**src/hw/rtl/lrp_pkg.sv**
```systemverilog
package lrp_pkg;

   localparam logic MODE_WEIGHT  = 1'b0;
   localparam logic MODE_FEATURE = 1'b1;

   typedef struct packed {
      logic               mode;
      logic [5:0]         weight_index;
      logic signed [15:0] value;
      logic               last;
   } req_type;

   typedef struct packed {
      logic [15:0]        probability;
      logic signed [31:0] dot_product;
      logic               sum_saturated;
      logic               too_many_features;
   } rsp_type;

   localparam int ACC_W = 40;
   localparam logic signed [ACC_W-1:0] ACC_MAX = 40'sh7F_FFFF_FFFF;
   localparam logic signed [ACC_W-1:0] ACC_MIN = 40'sh80_0000_0000;
   localparam logic signed [31:0]      DOT_MAX = 32'sh7FFF_FFFF;
   localparam logic signed [31:0]      DOT_MIN = 32'sh8000_0000;

   // Sigmoid over [-8,8] in Q8.24: u = z + 8.0 spans 0 .. 2^28
   localparam int SIGMOID_SEGMENTS = 32;
   localparam int SEG_BITS         = $clog2(SIGMOID_SEGMENTS);
   localparam int U_BITS           = 29;
   localparam int SEG_SHIFT        = 28 - SEG_BITS;
   localparam logic signed [32:0] HALF_RANGE = 33'sd134217728;
   localparam logic signed [32:0] FULL_RANGE = 33'sd268435456;

   // breakpoint values in Q0.16, z = -8.0 + 16 * k / SIGMOID_SEGMENTS
   localparam logic [15:0] SIG_TABLE [0:SIGMOID_SEGMENTS] = '{
      16'd22,    16'd36,    16'd60,    16'd98,    16'd162,   16'd267,
      16'd439,   16'd720,   16'd1179,  16'd1921,  16'd3108,  16'd4971,
      16'd7812,  16'd11955, 16'd17625, 16'd24743, 16'd32768, 16'd40793,
      16'd47911, 16'd53581, 16'd57724, 16'd60565, 16'd62428, 16'd63615,
      16'd64357, 16'd64816, 16'd65097, 16'd65269, 16'd65374, 16'd65438,
      16'd65476, 16'd65500, 16'd65514
   };

endpackage

```
**src/hw/rtl/logistic_regression_predict.sv**
```systemverilog
// Logistic regression inference. A weight transaction (mode 0) writes one Q4.12 weight
// and leaves the block idle. A feature transaction (mode 1) reads the weight at the running
// position from the registered weight memory, multiplies in the shared 17x25 multiplier
// and accumulates into a 40-bit saturating sum (states MUL, ACC). The element marked
// last then passes through the steps of 32-bit clip, segment lookup, interpolation
// through the same multiplier and output load, plus any wait for the output register to empty.
// Features past MAX_FEATURES skip the multiply (clip next if last), set too_many_features.
// The result sits in an output register, so new transactions are taken while it waits.
// The weight memory has no reset; read only entries that were written.
module logistic_regression_predict #(
   parameter int MAX_FEATURES = 64
) (
   input  logic             clock,
   input  logic             reset,
   input  logic             req_valid,
   output logic             req_stall,
   input  lrp_pkg::req_type req_data,
   output logic             rsp_valid,
   input  logic             rsp_stall,
   output lrp_pkg::rsp_type rsp_data
);

   import lrp_pkg::*;

   localparam int AW = $clog2(MAX_FEATURES);
   localparam int PW = $clog2(MAX_FEATURES + 1);
   localparam int CW = (PW > 6) ? PW : 6;

   typedef enum logic [6:0] {
      S_IDLE   = 7'b0000001,
      S_MUL    = 7'b0000010,
      S_ACC    = 7'b0000100,
      S_SAT    = 7'b0001000,
      S_LOOKUP = 7'b0010000,
      S_INTERP = 7'b0100000,
      S_DONE   = 7'b1000000
   } state_type;

   state_type state_ff, state_in;

   logic signed [15:0]      value_ff, value_in;
   logic                    last_ff, last_in;
   logic signed [ACC_W-1:0] acc_ff, acc_in;
   logic [PW-1:0]           pos_ff, pos_in;
   logic                    ovf_ff, ovf_in;
   logic signed [41:0]      prod_ff, prod_in;
   logic signed [31:0]      dot_ff, dot_in;
   logic                    clip_ff, clip_in;
   logic [15:0]             y0_ff, y0_in;
   logic [15:0]             diff_ff, diff_in;
   logic [SEG_SHIFT:0]      frac_ff, frac_in;
   logic                    rsp_valid_ff, rsp_valid_in;
   rsp_type                 rsp_data_ff, rsp_data_in;

   logic                    accept;
   logic                    out_free;
   logic                    pos_in_range;
   logic                    widx_in_range;
   logic                    ram_we;
   logic                    ram_re;
   logic signed [15:0]      weight_rd;

   logic signed [16:0]      mul_a;
   logic signed [24:0]      mul_b;
   logic signed [41:0]      mul_p;

   logic signed [ACC_W:0]   acc_sum;
   logic signed [32:0]      u_full;
   logic [U_BITS-1:0]       u_pos;
   logic [SEG_BITS-1:0]     seg;
   logic [SEG_BITS:0]       seg_next;
   logic [15:0]             interp_add;

   assign accept        = req_valid && !req_stall;
   assign req_stall     = (state_ff != S_IDLE);
   assign out_free      = !rsp_valid_ff || !rsp_stall;
   assign pos_in_range  = (pos_ff < PW'(MAX_FEATURES));
   assign widx_in_range = (CW'(req_data.weight_index) < CW'(MAX_FEATURES));
   assign ram_we        = accept && (req_data.mode == MODE_WEIGHT) && widx_in_range;
   assign ram_re        = accept && (req_data.mode == MODE_FEATURE) && pos_in_range;

   lrp_ram #(
      .WIDTH (16),
      .DEPTH (MAX_FEATURES)
   ) u_weight_ram (
      .clock   (clock),
      .wr_en   (ram_we),
      .wr_addr (AW'(req_data.weight_index)),
      .wr_data (req_data.value),
      .rd_en   (ram_re),
      .rd_addr (pos_ff[AW-1:0]),
      .rd_data (weight_rd)
   );

   // shared multiplier: weight x feature, or slope x offset during interpolation
   always_comb begin
      if (state_ff == S_INTERP) begin
         mul_a = {1'b0, diff_ff};
         mul_b = 25'({1'b0, frac_ff});
      end else begin
         mul_a = {weight_rd[15], weight_rd};
         mul_b = {{9{value_ff[15]}}, value_ff};
      end
   end

   assign mul_p = mul_a * mul_b;

   assign acc_sum = {acc_ff[ACC_W-1], acc_ff} + (ACC_W+1)'($signed(prod_ff[31:0]));

   // clamp to [-8,8] and locate the segment
   assign u_full = {dot_ff[31], dot_ff} + HALF_RANGE;

   always_comb begin
      if (u_full[32]) begin
         u_pos = '0;
      end else if (u_full > FULL_RANGE) begin
         u_pos = U_BITS'(FULL_RANGE);
      end else begin
         u_pos = u_full[U_BITS-1:0];
      end
   end

   // top of the range falls in the last segment at its far end
   assign seg      = u_pos[U_BITS-1] ? '1 : u_pos[U_BITS-2:SEG_SHIFT];
   assign seg_next = {1'b0, seg} + (SEG_BITS+1)'(1);

   assign interp_add = prod_ff[SEG_SHIFT+15:SEG_SHIFT];

   always_comb begin
      state_in     = state_ff;
      value_in     = value_ff;
      last_in      = last_ff;
      acc_in       = acc_ff;
      pos_in       = pos_ff;
      ovf_in       = ovf_ff;
      prod_in      = prod_ff;
      dot_in       = dot_ff;
      clip_in      = clip_ff;
      y0_in        = y0_ff;
      diff_in      = diff_ff;
      frac_in      = frac_ff;
      rsp_data_in  = rsp_data_ff;
      rsp_valid_in = rsp_valid_ff && rsp_stall;

      unique case (state_ff)
         S_IDLE: begin
            if (accept && (req_data.mode == MODE_FEATURE)) begin
               value_in = req_data.value;
               last_in  = req_data.last;
               if (pos_in_range) begin
                  state_in = S_MUL;
               end else begin
                  ovf_in = 1'b1;
                  if (req_data.last) begin
                     state_in = S_SAT;
                  end
               end
            end
         end
         S_MUL: begin
            prod_in  = mul_p;
            state_in = S_ACC;
         end
         S_ACC: begin
            if (acc_sum[ACC_W] != acc_sum[ACC_W-1]) begin
               acc_in = acc_sum[ACC_W] ? ACC_MIN : ACC_MAX;
            end else begin
               acc_in = acc_sum[ACC_W-1:0];
            end
            pos_in   = pos_ff + PW'(1);
            state_in = last_ff ? S_SAT : S_IDLE;
         end
         S_SAT: begin
            if (acc_ff[ACC_W-1:31] == '0 || acc_ff[ACC_W-1:31] == '1) begin
               dot_in  = acc_ff[31:0];
               clip_in = 1'b0;
            end else begin
               dot_in  = acc_ff[ACC_W-1] ? DOT_MIN : DOT_MAX;
               clip_in = 1'b1;
            end
            state_in = S_LOOKUP;
         end
         S_LOOKUP: begin
            y0_in   = SIG_TABLE[seg];
            diff_in = SIG_TABLE[seg_next] - SIG_TABLE[seg];
            if (u_pos[U_BITS-1]) begin
               frac_in = {1'b1, {SEG_SHIFT{1'b0}}};
            end else begin
               frac_in = {1'b0, u_pos[SEG_SHIFT-1:0]};
            end
            state_in = S_INTERP;
         end
         S_INTERP: begin
            prod_in  = mul_p;
            state_in = S_DONE;
         end
         S_DONE: begin
            if (out_free) begin
               rsp_valid_in                  = 1'b1;
               rsp_data_in.probability       = y0_ff + interp_add;
               rsp_data_in.dot_product       = dot_ff;
               rsp_data_in.sum_saturated     = clip_ff;
               rsp_data_in.too_many_features = ovf_ff;
               acc_in   = '0;
               pos_in   = '0;
               ovf_in   = 1'b0;
               state_in = S_IDLE;
            end
         end
         default: begin
            state_in = S_IDLE;
         end
      endcase
   end

   always_ff @(posedge clock) begin
      if (reset) begin
         state_ff     <= S_IDLE;
         acc_ff       <= '0;
         pos_ff       <= '0;
         ovf_ff       <= 1'b0;
         rsp_valid_ff <= 1'b0;
      end else begin
         state_ff     <= state_in;
         acc_ff       <= acc_in;
         pos_ff       <= pos_in;
         ovf_ff       <= ovf_in;
         rsp_valid_ff <= rsp_valid_in;
      end
   end

   always_ff @(posedge clock) begin
      value_ff    <= value_in;
      last_ff     <= last_in;
      prod_ff     <= prod_in;
      dot_ff      <= dot_in;
      clip_ff     <= clip_in;
      y0_ff       <= y0_in;
      diff_ff     <= diff_in;
      frac_ff     <= frac_in;
      rsp_data_ff <= rsp_data_in;
   end

   assign rsp_valid = rsp_valid_ff;
   assign rsp_data  = rsp_data_ff;

endmodule

```
**src/hw/rtl/lrp_ram.sv**
```systemverilog
module lrp_ram #(
   parameter int WIDTH = 16,
   parameter int DEPTH = 64
) (
   input  logic                     clock,
   input  logic                     wr_en,
   input  logic [$clog2(DEPTH)-1:0] wr_addr,
   input  logic [WIDTH-1:0]         wr_data,
   input  logic                     rd_en,
   input  logic [$clog2(DEPTH)-1:0] rd_addr,
   output logic [WIDTH-1:0]         rd_data
);

   logic [WIDTH-1:0] mem_ff [0:DEPTH-1];
   logic [WIDTH-1:0] rd_data_ff;

   always_ff @(posedge clock) begin
      if (wr_en) begin
         mem_ff[wr_addr] <= wr_data;
      end
      if (rd_en) begin
         rd_data_ff <= mem_ff[rd_addr];
      end
   end

   assign rd_data = rd_data_ff;

endmodule

```
**config.mk**
```make
export PLATFORM = sky130hd
export DESIGN_NAME = logistic_regression_predict
export DESIGN_NICKNAME = d
export VERILOG_FILES = /design/src/hw/rtl/lrp_pkg.sv /design/src/hw/rtl/logistic_regression_predict.sv /design/src/hw/rtl/lrp_ram.sv
export SDC_FILE = /design/constraint.sdc
export NUM_CORES = 2
export LEC_CHECK = 0
export ABC_AREA = 1
export BUFFER_PORTS_ARGS = -buffer_cell sky130_fd_sc_hd__buf_2
export CAP_MARGIN = 20
export CORE_ASPECT_RATIO = 0.7
export CORE_MARGIN = 10
export CORE_UTILIZATION = 64
export DETAILED_ROUTE_END_ITERATION = 7
export PLACE_DENSITY = 0.87
export SYNTH_ARGS = -nofsm -noshare
export SYNTH_HDL_FRONTEND = slang
export SYNTH_SLANG_ARGS = --single-unit
```
**constraint.sdc**
```tcl
create_clock -name clock -period 8.6 [get_ports clock]
set_input_delay 0.43 -clock clock [delete_from_list [all_inputs] [get_ports clock]]
set_output_delay 0.43 -clock clock [all_outputs]
set_load 0.03 [all_outputs]
```
Word-level counts from Yosys, hierarchy flattened
Memories as Yosys holds them, arrays and structs flattened. A register that Yosys moved wholly into a read port is not among the register bits.
Cells that the tools add are included.
Storage, ports and cells
  register bits: 251
  RAM bits: 1024
  bits in read-only memories: 2048
  bits of input ports: 28
  output and inout port bits: 52
  word-level logic and storage cells: 102
  memories: 3
Memories
  (no name shown): words 64, width 16, rd ports 1, clocked after memory_dff 0, write ports 0, line logistic_regression_predict.sv:185  | diff_in = SIG_TABLE[seg_next] - SIG_TABLE[seg];
  (no name shown): words 64, width 16, rd ports 1, clocked after memory_dff 0, write ports 0, line logistic_regression_predict.sv:185
  u_weight_ram.mem_ff: words 64, width 16, rd ports 1, clocked after memory_dff 1, write ports 1, line lrp_ram.sv:14  | logic [WIDTH-1:0] mem_ff [0:DEPTH-1];
Cells by class
  $add $sub $neg: 6
  multiply operators: 1
  order comparisons: 4
  equal/unequal tests: 14
  multiplexer cells: 33
  bitwise logic cells: 3
  reductions and logical operators: 20
Operators with widths (count)
  $mux W40: 3
  $pmux W40 S2: 1
  $mux W16: 4
  $mux W32: 2
  $mux W29: 2
  $pmux W7 S7: 1
  $add A40 B32 Y41: 1
  $mul A17 B25 Y39: 1
  $mux W7: 5
  $add A32 B29 Y33 const B: 1
  $gt A33 B30 Y1 const B: 1
  $mux W25: 1
  $mux W24: 1
  $mux W17: 1
  $add A16 B16 Y16: 1
  $sub A16 B16 Y16: 1
  $pmux W7 S2: 1
  $eq A9 B9 Y1 const B: 1
  $logic_not A9 Y1: 1
  $mux W1: 8
  $add A7 B1 Y7 const B: 1
  $eq A7 B1 Y1 const B: 1
  $eq A7 B2 Y1 const B: 1
  $eq A7 B3 Y1 const B: 1
  27 further kinds: 39

Logic depth before layout (Yosys ltp)
  word-level depth: 11
  depth in mapped cells: 35
  depth with buffers taken out: 34

By module
Synthesis repeated with hierarchy kept, for this count alone.
Unflattened totals
  cell total of the unflattened synthesis: 7159
  area, all modules: 71728.8 um2
By module, submodules not included
  lrp_ram: times used 1, cells an instance 3517, area an instance 42259.3 um2, sequential area each 31230.0 um2
  logistic_regression_predict: times used 1, cells an instance 3642, area an instance 29469.5 um2, sequential area each 6976.7 um2

Least setup slack after synthesis
No wires, ideal clock.
  path type: reg2reg
  start: register state_ff[2]
  end: register state_ff[0]
  library setup time: 117 ps
  arrival time: 6776 ps
  required time: 8483 ps
  setup slack: 1707 ps
  cell stages (with the launch flop): 7
  buffers on the path: 0
  period minus slack after synthesis: 6893 ps
  cell sequence: dfxtp_1 nor2_2 nand2_1 nor4_1 o32ai_1 nand2_1 nand2_1
On the way
  cells in the longest elaborated chain, start to end: 6
  elaborated cells on any way between the ends: 16
  those cells by class: eq/ne (11); mux (1); reduce/logical (4)
RTL lines
  start, declared: line logistic_regression_predict.sv:39  | state_type state_ff, state_in;
  start signal, assigned: line logistic_regression_predict.sv:224  | state_ff <= state_in;
  $ne A7 B1 Y1: line logistic_regression_predict.sv:75  | assign req_stall = (state_ff != S_IDLE);
  $logic_not A1 Y1: line logistic_regression_predict.sv:74  | assign accept = req_valid && !req_stall;
  $logic_and A1 B1 Y1: line logistic_regression_predict.sv:74
  $logic_and A1 B1 Y1: line logistic_regression_predict.sv:147  | if (accept && (req_data.mode == MODE_FEATURE)) begin
  $ne A2 B2 Y1 (no source line)
  $reduce_and A3 Y1 (no source line)
Parallel ways exist; a longest one is shown, timed or not.
A chain may end at the register's enable or synchronous reset.

Worst setup path after layout
  start: register state_ff[3]
  end: register prod_ff[34], data pin
On the way
  cells in the longest elaborated chain, start to end: 3
  elaborated cells on any way between the ends: 4
  those cells by class: mul (1); eq/ne (1); mux (2)
RTL lines
  $eq A7 B6 Y1 (*): line logistic_regression_predict.sv:97  | if (state_ff == S_INTERP) begin
  $mux W17 or $mux W25 (tied branches): line logistic_regression_predict.sv:97
  $mul A17 B25 Y39 (*): line logistic_regression_predict.sv:106  | assign mul_p = mul_a * mul_b;
  via mul_p[34]: line logistic_regression_predict.sv:65  | logic signed [41:0] mul_p;
  end signal, assigned: line logistic_regression_predict.sv:235  | prod_ff <= prod_in;
  end, declared: line logistic_regression_predict.sv:46  | logic signed [41:0] prod_ff, prod_in;
Mark *: on every way through the listed nets, which the timed path passes. The rest lies on a longest branch.

==> impl_results.md <==
* Async S/R FF share, synth at 0%
* Crit share post-route at 97.6%
* Crit. End Element: flip-flop
* Fill cell count at 7405
* Area growth, synth to finish at 8.45%
* LEAKAGE at 29.6 nW
* IO Count at 80
* # DRC at 0
* Worst-Skew Late Latency at 760 ps
* Multiplexer area fraction after synthesis at 0%
* Slew @ Worst Pin at 1320 ps
* Share of layout cells above drive strength 1 at 7.18%
* Post-synth EDFFs at 1235
* Slew Limit Fails at 0
* NumNets Final at 7194
* Fmax achieved at 119 MHz
* Skew final at 42.7 ps
* Cell area after synthesis at 69600 um2
* Core box area at 108000 um2
* Final Hold Fails at 0
* Setup TNS at 0 ps
* DIE AREA at 123000 um2
* Post-DP HPWL at 140 mm
* Delay-heaviest family, CP: adder cells
* WL final at 206 mm
* Crit-path slowest cell: a21oi_1
* Worst-path fanout max at 59
* IO buf count at 79
* Antenna violations before repair at 11
* Vias in the first global route at 48900
* Buf/Inv on CP at 7
* VDD IR max at 1350 uV
* Status: finished clean
* Vias at 51900
* Ys flop type: edfxtp_1
* Post-synth cell types at 49
* Max-Cap Viols at 0
* TritonCTS sink count at 1291
* Post-synthesis adder-cell area fraction at 14.7%
* Yosys top cell by area: edfxtp_1
* TritonCTS clock tree: yes
* Main combinational cell family by area after synthesis: adder cells
* Die height at 296 um
* XOR/XNOR Fraction of Synth Area at 1.22%
* Simple-gate portion of the synthesized area at 13.9%
* Synth top area cells: edfxtp_1 (53%), fa_1 (11%), nand2_1 (5.6%)
* Power Density at 416 nW/um2
* Worst Setup Path Type: reg -> reg
* Post-synthesis sequential area ratio at 54.9%
* Critical Path Most Common Cell: fa_1
* Sequential cell area at 38200 um2
* Synthesis Warnings at 0
* Area of the multi-input gates at 27500 um2
* First-pass GRT wire length at 307 mm
* Avg WL per Cell at 25.4 um
* Worst Path Arrival at 8870 ps
* Routability-driven placement congestion ratio at 1.01
* CP max stage delay at 520 ps
* Post-Syn Area per Cell at 10.6 um2
* Setup violators final at 0
* Avg Vias per Cell at 6.39
* Hold Crit Class: in -> reg
* CTS Buf Count at 115
* Most common cell after layout, fill and taps aside: edfxtp_1
* CTS root buf: clkbuf_16
* Post-Synthesis Net Count at 7161
* Worst reg2reg startpoint: state_ff[3]
* Pre-Repair DR Iteration Count at 8
* Die Width at 414 um
* Highest-count cells in the layout ignoring fill and taps: edfxtp_1 (1235), nand2_1 (1047), nor2_1 (946)
* Initial Util at 64.4%
* WP data required at 9070 ps
* Fin util at 69.8%
* RSZ-0062 raised after global routing: false
* GRT Residual Overflow at 0
* Antenna-violating nets left at 0
* Initial DRC count at 9259
* Min-delay src: rsp_stall
* Clk pin slew, worst setup/hold paths at 70 ps
* #FFs+latches synth at 1291
* Synth Area in Compound Gates at 9.58%
* CP startpoint: state_ff[3]
* Rel. slew slack at 12.0%
* H-Tree Depth at 3
* CTS max path bufs at 3
* Pin count of the biggest net entering global routing at 235
* Tot GR Track Use at 33.0%
* Synth top area share at 53.3%
* Tmin final at 8400 ps
* Cell Rows at 101
* Post-CTS Setup Bufs at 0
* Cells after Synth at 6553
* Worst setup SP type: flip-flop
[cells in the mapped netlist, types with 4 or more instances]
cell and n:
a21oi_1 184, nor4_1 7, clkinv_1 11, o21ai_0 599, nor2_2 12, nand2_2 9
ha_1 184, nor3_1 17, inv_2 12, fa_1 396, o21ai_1 13, or2_2 7
o22ai_1 153, nand2_1 1047, o221ai_1 102, xnor2_1 42, nand3b_1 12, a21oi_2 14
a31oi_1 9, a21o_1 8, nor2_1 949, nand3_1 247, o21bai_1 18, o211ai_1 34
clkbuf_1 230, buf_1 19, xor2_1 55, buf_2 49, nand3_2 11, o21ai_2 11
edfxtp_1 1235, inv_1 718, dfxtp_1 56, o31ai_1 4, nand4_1 53
[tightest hold or removal path, cell delays in order]
cell and delay, ps:
buf_2 130, nand2_1 140, a21oi_1 100
[path summary, 6_finish.rpt]
| kind | end | slack (ps) | cells after the start |
|---|---|---|---|
| max | prod_ff[34] | 200 | 26 |
| max reg2reg | prod_ff[34] | 200 | 26 |
| min reg2reg | rsp_data[13] | 420 | 0 |
| min | rsp_valid | 130 | 3 |
[registers in the layout, indices dropped and copies added, names as in the netlist, 7 cells and up]
register,count
diff_ff,16
pos_ff,7
dot_ff,32
value_ff,16
u_weight_ram.mem_ff,1024
frac_ff,24
y0_ff,16
prod_ff,39
state_ff,7
rsp_data,50
u_weight_ram.rd_data,16
acc_ff,40
[repair_timing]
| action | CTS | global route |
|---|---|---|
| hold buffers | 1 | 0 |
| setup endpoints to repair | 0 | 1 |
| gates resized for setup | 0 | 1 |
| endpoints found under the hold margin | 1 | 0 |
[cell type report]
class,instances,area share (%)
multi-input cells,4217,36.4
well taps,1442,2.39
inverters,741,3.70
repair buffers,220,2.01
clock inverters,72,0.901
clock buffers,141,4.02
flip-flops and latches,1291,50.6
diodes,2,0.00663
[cells by family after synthesis]
family / after synthesis
xor+xnor: 97
simple gates: 2381
buf+inv: 1045
fa+ha+maj: 580
compound gates: 1159
flops: 1291
[layer usage]
metal	global-route usage, %	vias up	share of wire (%)
li1	-	22300	-
met1	48.9	24900	38
met2	45.5	4266	41
met3	13.0	466	18
met4	8.31	12	3.0
met5	0	-	0.033
[power breakdown]
part           switching (mW)  internal, mW  total, mW
registers               0.133          7.91       8.04
clock network            2.38          2.72       5.10
logic                    11.8          6.46       18.2
total                    14.3          17.1       31.4
[stage by stage]
step	cells	power (mW)	area, um2	setup slack [ps]	hold slack (ps)
after floorplan	6553	20.9	69600	1710	400
after global placement	7906	25.4	71700	628	407
after detailed placement	7908	25.9	71700	674	418
after CTS	8122	31.0	75500	562	102
after global routing	8125	33.7	75500	0.174	125
final	8126	31.4	75500	203	131
No activity file was read; power rests on OpenSTA's default activity.
